==> config.mk <==
export PLATFORM = sky130hd
export DESIGN_NAME = spi_master_shift_engine_top
export DESIGN_NICKNAME = d
export VERILOG_FILES = /design/src/sms_pkg.sv /design/src/sms_apb.sv /design/src/sms_core.sv /design/src/spi_master_shift_engine_top.sv
export SDC_FILE = /design/constraint.sdc
export NUM_CORES = 1
export LEC_CHECK = 0
export BUFFER_PORTS_ARGS = -buffer_cell sky130_fd_sc_hd__buf_4
export CORE_MARGIN = 2
export CORE_UTILIZATION = 55
export CTS_BUF_LIST = sky130_fd_sc_hd__clkbuf_8
export CTS_CLUSTER_SIZE = 16
export DETAILED_ROUTE_END_ITERATION = 8
export PLACE_DENSITY = 0.78
export SYNTH_ARGS = -nofsm -noshare
export SYNTH_HDL_FRONTEND = slang
export SYNTH_SLANG_ARGS = --single-unit
==> constraint.sdc <==
create_clock -name clk -period 12.85 [get_ports clk]
set_input_delay 0.6425 -clock clk [delete_from_list [all_inputs] [get_ports clk]]
set_output_delay 0.6425 -clock clk [all_outputs]
set_load 0.01 [all_outputs]
==> src/sms_pkg.sv <==
// Shared types and constants for the SPI master shift engine.
package sms_pkg;

	localparam int TX_WIDTH       = 32;
	localparam int RX_WIDTH       = 32;
	localparam int HALF_WIDTH     = 16;
	localparam int WBITS_WIDTH    = 6;
	localparam int CFG_ADDR_WIDTH = 4;
	localparam int CFG_DATA_WIDTH = 32;

	typedef enum logic {
		OP_TICK  = 1'b0,
		OP_START = 1'b1
	} opcode_t;

	typedef enum logic [1:0] {
		REG_HALF_PERIOD = 2'd0,
		REG_CLOCK_POL   = 2'd1,
		REG_CLOCK_PHASE = 2'd2,
		REG_WORD_BITS   = 2'd3
	} reg_idx_t;

	typedef struct packed {
		logic [HALF_WIDTH-1:0]  half_period_ticks;
		logic                   clock_polarity;
		logic                   clock_phase;
		logic [WBITS_WIDTH-1:0] word_bits;
	} cfg_t;

	typedef struct packed {
		logic                opcode;
		logic [TX_WIDTH-1:0] tx_word;
		logic                select_before;
		logic                release_after;
		logic                miso;
	} item_t;

	typedef struct packed {
		logic                sck;
		logic                mosi;
		logic                cs_active;
		logic [RX_WIDTH-1:0] rx_word;
		logic                rx_valid;
		logic                busy_res;
		logic                rejected;
	} result_t;

endpackage

==> src/sms_apb.sv <==
// APB configuration registers for the SPI master shift engine.
module sms_apb import sms_pkg::*; (
	input  logic                      clk,
	input  logic                      arst_n,
	input  logic                      psel,
	input  logic                      penable,
	input  logic                      pwrite,
	input  logic [CFG_ADDR_WIDTH-1:0] paddr,
	input  logic [CFG_DATA_WIDTH-1:0] pwdata,
	output logic [CFG_DATA_WIDTH-1:0] prdata,
	output logic                      pready,
	output cfg_t                      cfg
);

	cfg_t     cfg_q;
	reg_idx_t idx;
	logic     wr_en;

	assign pready = 1'b1;
	assign idx    = reg_idx_t'(paddr[3:2]);
	assign wr_en  = psel && penable && pwrite;
	assign cfg    = cfg_q;

	always_ff @(posedge clk or negedge arst_n) begin
		if (!arst_n) begin
			cfg_q.half_period_ticks <= HALF_WIDTH'(1);
			cfg_q.clock_polarity    <= 1'b0;
			cfg_q.clock_phase       <= 1'b0;
			cfg_q.word_bits         <= WBITS_WIDTH'(8);
		end else if (wr_en) begin
			unique case (idx)
				REG_HALF_PERIOD: cfg_q.half_period_ticks <= pwdata[HALF_WIDTH-1:0];
				REG_CLOCK_POL:   cfg_q.clock_polarity    <= pwdata[0];
				REG_CLOCK_PHASE: cfg_q.clock_phase       <= pwdata[0];
				REG_WORD_BITS:   cfg_q.word_bits         <= pwdata[WBITS_WIDTH-1:0];
				default: ;
			endcase
		end
	end

	always_comb begin
		prdata = '0;
		unique case (idx)
			REG_HALF_PERIOD: prdata = CFG_DATA_WIDTH'(cfg_q.half_period_ticks);
			REG_CLOCK_POL:   prdata = CFG_DATA_WIDTH'(cfg_q.clock_polarity);
			REG_CLOCK_PHASE: prdata = CFG_DATA_WIDTH'(cfg_q.clock_phase);
			REG_WORD_BITS:   prdata = CFG_DATA_WIDTH'(cfg_q.word_bits);
			default:         prdata = '0;
		endcase
	end

endmodule

==> src/sms_core.sv <==
// Transfer state and per-item next-state logic of the SPI master shift engine.
module sms_core import sms_pkg::*; #(
	parameter int MAX_WORD_BITS    = 32,
	parameter int TICK_COUNT_WIDTH = 16
) (
	input  logic    clk,
	input  logic    arst_n,
	input  logic    step,
	input  item_t   item,
	input  cfg_t    cfg,
	output result_t result
);

	localparam int BL_W   = $clog2(MAX_WORD_BITS + 1);
	localparam int EXT_W  = (MAX_WORD_BITS > TX_WIDTH) ? MAX_WORD_BITS : TX_WIDTH;
	localparam int SH_W   = $clog2(EXT_W + 1);
	localparam int NB_W   = (BL_W > WBITS_WIDTH) ? BL_W : WBITS_WIDTH;
	localparam int HCMP_W = ((TICK_COUNT_WIDTH > HALF_WIDTH) ? TICK_COUNT_WIDTH : HALF_WIDTH) + 1;

	logic [MAX_WORD_BITS-1:0]    shift_q, shift_n;
	logic [BL_W-1:0]             bits_left_q, bits_left_n;
	logic [TICK_COUNT_WIDTH-1:0] tick_q, tick_n;
	logic                        second_half_q, second_half_n;
	logic                        active_q, active_n;
	logic                        select_q, select_n;
	logic                        release_q, release_n;
	logic                        clock_q, clock_n;
	logic                        data_q, data_n;

	logic [NB_W-1:0]             wb_ext;
	logic [BL_W-1:0]             n_eff;
	logic [HCMP_W-1:0]           half_ext;
	logic [TICK_COUNT_WIDTH-1:0] half_eff;
	logic [TICK_COUNT_WIDTH:0]   tick_inc;
	logic                        half_done;
	logic [EXT_W-1:0]            tx_shifted;
	logic [MAX_WORD_BITS-1:0]    load_val;
	logic [MAX_WORD_BITS-1:0]    shift_in;
	logic [EXT_W-1:0]            shift_in_ext;
	logic                        rejected, rx_valid;
	logic [RX_WIDTH-1:0]         rx_word;

	// effective word length: zero means one bit, saturate at the shift register size
	always_comb begin
		wb_ext = NB_W'(cfg.word_bits);
		if (wb_ext == '0) begin
			n_eff = BL_W'(1);
		end else if (wb_ext > NB_W'(MAX_WORD_BITS)) begin
			n_eff = BL_W'(MAX_WORD_BITS);
		end else begin
			n_eff = wb_ext[BL_W-1:0];
		end
	end

	// effective half period: zero means one tick, saturate at the counter maximum
	always_comb begin
		half_ext = HCMP_W'(cfg.half_period_ticks);
		if (half_ext == '0) begin
			half_eff = TICK_COUNT_WIDTH'(1);
		end else if (half_ext > HCMP_W'({TICK_COUNT_WIDTH{1'b1}})) begin
			half_eff = {TICK_COUNT_WIDTH{1'b1}};
		end else begin
			half_eff = half_ext[TICK_COUNT_WIDTH-1:0];
		end
	end

	assign tick_inc  = {1'b0, tick_q} + (TICK_COUNT_WIDTH+1)'(1);
	assign half_done = tick_inc >= {1'b0, half_eff};

	// left-justify the low n bits of the word
	assign tx_shifted   = EXT_W'(item.tx_word) << (SH_W'(EXT_W) - SH_W'(n_eff));
	assign load_val     = tx_shifted[EXT_W-1 -: MAX_WORD_BITS];
	assign shift_in     = {shift_q[MAX_WORD_BITS-2:0], item.miso};
	assign shift_in_ext = EXT_W'(shift_in);

	always_comb begin
		shift_n       = shift_q;
		bits_left_n   = bits_left_q;
		tick_n        = tick_q;
		second_half_n = second_half_q;
		active_n      = active_q;
		select_n      = select_q;
		release_n     = release_q;
		clock_n       = clock_q;
		data_n        = data_q;
		rejected      = 1'b0;
		rx_valid      = 1'b0;
		rx_word       = '0;
		if (item.opcode == OP_START) begin
			if (active_q) begin
				rejected = 1'b1;
			end else begin
				if (item.select_before) begin
					select_n = 1'b1;
				end
				release_n     = item.release_after;
				shift_n       = load_val;
				bits_left_n   = n_eff;
				tick_n        = '0;
				second_half_n = 1'b0;
				active_n      = 1'b1;
				clock_n       = cfg.clock_phase ? ~cfg.clock_polarity : cfg.clock_polarity;
				data_n        = load_val[MAX_WORD_BITS-1];
			end
		end else if (active_q) begin
			if (half_done) begin
				tick_n = '0;
				if (!second_half_q) begin
					clock_n       = cfg.clock_phase ? cfg.clock_polarity : ~cfg.clock_polarity;
					second_half_n = 1'b1;
				end else begin
					shift_n       = shift_in;
					bits_left_n   = bits_left_q - BL_W'(1);
					second_half_n = 1'b0;
					clock_n       = cfg.clock_polarity;
					if (bits_left_q == BL_W'(1)) begin
						active_n = 1'b0;
						rx_valid = 1'b1;
						rx_word  = shift_in_ext[RX_WIDTH-1:0];
						if (release_q) begin
							select_n  = 1'b0;
							release_n = 1'b0;
						end
					end else begin
						if (cfg.clock_phase) begin
							clock_n = ~cfg.clock_polarity;
						end
						data_n = shift_in[MAX_WORD_BITS-1];
					end
				end
			end else begin
				tick_n = tick_inc[TICK_COUNT_WIDTH-1:0];
			end
		end
		// idle clock follows polarity
		if (!active_n) begin
			clock_n = cfg.clock_polarity;
		end
	end

	always_ff @(posedge clk or negedge arst_n) begin
		if (!arst_n) begin
			shift_q       <= '0;
			bits_left_q   <= '0;
			tick_q        <= '0;
			second_half_q <= 1'b0;
			active_q      <= 1'b0;
			select_q      <= 1'b0;
			release_q     <= 1'b0;
			clock_q       <= 1'b0;
			data_q        <= 1'b0;
		end else if (step) begin
			shift_q       <= shift_n;
			bits_left_q   <= bits_left_n;
			tick_q        <= tick_n;
			second_half_q <= second_half_n;
			active_q      <= active_n;
			select_q      <= select_n;
			release_q     <= release_n;
			clock_q       <= clock_n;
			data_q        <= data_n;
		end
	end

	always_comb begin
		result.sck       = clock_n;
		result.mosi      = data_n;
		result.cs_active = select_n;
		result.rx_word   = rx_word;
		result.rx_valid  = rx_valid;
		result.busy_res  = active_n;
		result.rejected  = rejected;
	end

endmodule

==> src/spi_master_shift_engine_top.sv <==
// Top level of the SPI master shift engine: APB registers, item register, core and result register.
//
//  channel  direction  handshake               payload
//  in       to block   in_valid / in_ready     opcode tx_word select_before release_after miso
//  out      from block out_valid / out_ready   sck mosi cs_active rx_word rx_valid busy_res rejected
//  cfg      to block   APB psel/penable/pready paddr pwdata prdata
//
// One item per cycle sustained while out_ready is high; an accepted item goes to the item register,
// then the result register (the core updates its state between them).
// Reset is asynchronous and clears transfer state and both valid flags.
// A stalled result holds the item register; in_ready is low only while both registers
// are full and out_ready is low.
module spi_master_shift_engine_top import sms_pkg::*; #(
	parameter int MAX_WORD_BITS    = 32,
	parameter int TICK_COUNT_WIDTH = 16
) (
	input  logic                      clk,
	input  logic                      arst_n,
	input  logic                      in_valid,
	output logic                      in_ready,
	input  logic                      opcode,
	input  logic [TX_WIDTH-1:0]       tx_word,
	input  logic                      select_before,
	input  logic                      release_after,
	input  logic                      miso,
	output logic                      out_valid,
	input  logic                      out_ready,
	output logic                      sck,
	output logic                      mosi,
	output logic                      cs_active,
	output logic [RX_WIDTH-1:0]       rx_word,
	output logic                      rx_valid,
	output logic                      busy_res,
	output logic                      rejected,
	input  logic                      psel,
	input  logic                      penable,
	input  logic                      pwrite,
	input  logic [CFG_ADDR_WIDTH-1:0] paddr,
	input  logic [CFG_DATA_WIDTH-1:0] pwdata,
	output logic [CFG_DATA_WIDTH-1:0] prdata,
	output logic                      pready
);

	cfg_t    cfg;
	item_t   item_s1;
	logic    valid_s1;
	result_t result_s2;
	logic    valid_s2;
	result_t core_result;
	logic    fire;

	assign fire     = valid_s1 && (!valid_s2 || out_ready);
	assign in_ready = !valid_s1 || fire;

	sms_apb u_apb (
		.clk     (clk),
		.arst_n  (arst_n),
		.psel    (psel),
		.penable (penable),
		.pwrite  (pwrite),
		.paddr   (paddr),
		.pwdata  (pwdata),
		.prdata  (prdata),
		.pready  (pready),
		.cfg     (cfg)
	);

	always_ff @(posedge clk or negedge arst_n) begin
		if (!arst_n) begin
			valid_s1 <= 1'b0;
		end else if (in_ready) begin
			valid_s1 <= in_valid;
		end
	end

	always_ff @(posedge clk) begin
		if (in_valid && in_ready) begin
			item_s1.opcode        <= opcode;
			item_s1.tx_word       <= tx_word;
			item_s1.select_before <= select_before;
			item_s1.release_after <= release_after;
			item_s1.miso          <= miso;
		end
	end

	sms_core #(
		.MAX_WORD_BITS    (MAX_WORD_BITS),
		.TICK_COUNT_WIDTH (TICK_COUNT_WIDTH)
	) u_core (
		.clk    (clk),
		.arst_n (arst_n),
		.step   (fire),
		.item   (item_s1),
		.cfg    (cfg),
		.result (core_result)
	);

	always_ff @(posedge clk or negedge arst_n) begin
		if (!arst_n) begin
			valid_s2 <= 1'b0;
		end else if (!valid_s2 || out_ready) begin
			valid_s2 <= valid_s1;
		end
	end

	always_ff @(posedge clk) begin
		if (fire) begin
			result_s2 <= core_result;
		end
	end

	assign out_valid = valid_s2;
	assign sck       = result_s2.sck;
	assign mosi      = result_s2.mosi;
	assign cs_active = result_s2.cs_active;
	assign rx_word   = result_s2.rx_word;
	assign rx_valid  = result_s2.rx_valid;
	assign busy_res  = result_s2.busy_res;
	assign rejected  = result_s2.rejected;

endmodule

==> reports/summary.txt <==
Hold buffer count at cts - 0
CP Class - reg2reg
WP data arrival - 6.29 ns
CP Launch Type - flip-flop
Core ar. - 17400 sq um
Max Fclk - 169 MHz
Vias - 8104
ANT cells - 0
CP required - 13.22 ns
CTS root buffer - clkbuf_8
Die area - 18900 sq um
Die Wd - 138 um
Max-slew violations - 0
Num rows - 48
Top Family by Delay on Critical Path - simple AND/OR/NAND/NOR gates
Setup bufs post-CTS - 0
Fin nets - 1173
Dpl cells - 1279
Critical Path Most Common Cell - nor4_1
Initial DRC Count - 1001
Post-synth EDFFs - 74
Max cap viols - 0
GR Util All Layers - 26.4%
Critical path's slowest cell - inv_1
Largest net degree at the start of global routing - 74
Leak pwr - 4.65 nW
Final min period - 5.92 ns
Initial antenna violation count - 0
Setup TNS - 0 ns
Layout area overhead - 12.6%
Dominant cells by area after synthesis - edfxtp_1 23%, dfrtp_1 21%, mux2i_1 5.8%, nand2_1 5.0%, mux4_2 4.1%
Cell breakdown of the critical path - or4_1 > a21oi_4 > inv_4 > ha_1 > buf_4 > inv_1 > nor4_1 > nor4_1 > a221oi_1 > nor4_1 > o221ai_1 > a22oi_1
Worst path max stage delay - 0.88 ns
Clk_lat worst skew - 0.47 ns
Vias in the first global route - 7254
Resize count post-CTS - 0
Total power - 1.90 mW
Async set-reset flop share out of synthesis - 53.5%
Max Buffers Root-to-Sink - 2
DRC viols - 0
Core Util, Final - 63.7%
RePlAce Congestion - 0.949
Area share of the largest cell type after synthesis - 22.7%
Worst hold path type - in2async
Flops & latches, synth - 159
Clock transition at the registers of the reported paths - 0.09 ns
Via-to-Cell Ratio - 6.18
Inserted Clock Buffers - 17
Yosys warnings - 0
Final setup viols - 0
Sink Count - 159
Num ports - 152
Number of fill cells in the layout - 1418
First drt pass iteration count - 6
Slew @ Worst Pin - 1.16 ns
Top cells by count, synth - 131 x nand2_1, 83 x dfrtp_1, 74 x edfxtp_1
VDD IR max - 99.0 uV
Skew final - 0.0166 ns
Slew HR - 22.9%
Tcrit/Tclk final - 46.1%
Antenna Nets Post-Route - 0
Seq/Total Area, Yosys - 44.4%
Syn Inst Count - 999
Yosys cell types - 80
Chip height - 138 um
First-pass GRT wire length - 38700 um
Crit-path max FO - 43
RSZ-0062 raised after global routing - no
Crit. End Element - flip-flop
Prevailing post-synth register cell - dfrtp_1
I/O Buffers - 116
Syn Area/Cell - 9.82 sq um
Fraction of layout cells with a size suffix above 1 - 18.6%
Initial Utilization - 56.5%
Final hold viol count - 0
Post-synthesis instance area - 9810 sq um
Wirelength per Cell - 18.4 um
CP Buf/Inv Count - 3
Cell taking the most area after synthesis - edfxtp_1
Outcome - finished, final reports clean
WL final - 24200 um
PwrDens - 172 nW/um^2
Cell area after layout - 11100 sq um
CTS H-tree lvls - 4
Final cell count without fillers - 1311
DP HPWL - 17100 um
Area after DPL - 10700 sq um
Most frequent cell after synthesis - nand2_1
GRT overflow - 0
CTS tree - done
final cells by class:
type                    instances  area (sq um)  share of cell area, %
repair buffers                126           946                   8.56
clock inverters                15           111                   1.01
flip-flops and latches        159          4350                   39.4
multi-input cells             735          5000                   45.2
well taps                     225           282                   2.55
clock buffers                  17           234                   2.12
inverters                      34           130                   1.18
report_power, final:
| group | switching [mW] | internal, mW | total [mW] |
|---|---|---|---|
| clock network | 0.204 | 0.135 | 0.339 |
| logic | 0.509 | 0.343 | 0.852 |
| registers | 0.0885 | 0.623 | 0.712 |
sequential cells by signal, indices dropped and copies added, names as in the netlist:
signal / count
rejected: 1
out_valid: 1
u_core.select_q: 1
cs_active: 1
u_core.bits_left_q: 6
u_core.release_q: 1
u_core.clock_q: 1
rx_valid: 1
busy_res: 1
mosi: 1
u_core.tick_q: 16
u_core.data_q: 1
item_s1: 36
rx_word: 32
sck: 1
u_core.second_half_q: 1
u_core.active_q: 1
valid_s1: 1
u_core.shift_q: 31
u_apb.cfg: 24
layer usage:
metal	global-route usage (%)	vias to the layer above	wire (um)
met5	0	-	0
met4	6.87	0	342
met3	3.94	35	1840
met2	38.7	388	11000
met1	41.1	3886	11000
li1	-	3795	-
cell families after synthesis:
family | after synthesis | share of synthesized area [%]
adders and majority gates | 21 | 2.68
muxes | 88 | 11.7
AOI/OAI and AO/OA | 236 | 16.4
other | 2 | 0.0765
and+or+nand+nor | 355 | 17.4
xor gates and xnor gates | 18 | 1.68
buffers and inverters | 120 | 5.61
DFF | 159 | 44.4
worst paths after layout:
kind	depth (start not counted)	slack (ns)	endpoint	startpoint
worst min register to register	2	0.51	u_core.shift_q[20]$_DFFE_PN0P_	u_core.shift_q[20]$_DFFE_PN0P_
min in group clk	1	0.34	item_s1[25]$_DFFE_PP_	tx_word[22]
max in group asynchronous	2	11.70	u_core.shift_q[12]$_DFFE_PN0P_	arst_n
worst max-delay path	12	6.93	u_core.shift_q[25]$_DFFE_PN0P_	u_apb.cfg[4]$_DFFE_PN0P_
worst max register to register	12	6.93	u_core.shift_q[25]$_DFFE_PN0P_	u_apb.cfg[4]$_DFFE_PN0P_
worst min-delay path	1	0.11	u_apb.cfg[18]$_DFFE_PN0P_	arst_n
stage by stage:
stage / setup WS [ns] / hold slack, ns
2_1_floorplan: 8.45 / 0.347
3_3_place_gp: 7.06 / 0.476
3_5_place_dp: 7.05 / 0.489
4_1_cts: 7.00 / 0.107
5_1_grt: 6.44 / 0.145
6_report: 6.93 / 0.109
cell usage in the layout, fill, tap and decap left out, types with 18 or more instances in the layout:
| cell | netlist | layout |
|---|---|---|
| o21ai_0 | 56 | 56 |
| nor2_1 | 65 | 65 |
| inv_1 | 31 | 31 |
| nor3_1 | 32 | 31 |
| buf_4 | 18 | 126 |
| edfxtp_1 | 74 | 74 |
| a21oi_1 | 37 | 37 |
| nand2_1 | 131 | 131 |
| mux2i_1 | 57 | 57 |
| ha_1 | 21 | 21 |
| nand3_1 | 25 | 25 |
| mux4_2 | 18 | 18 |
| and2_1 | 37 | 36 |
| dfrtp_1 | 83 | 83 |
Power figures use the tool's default switching activity.
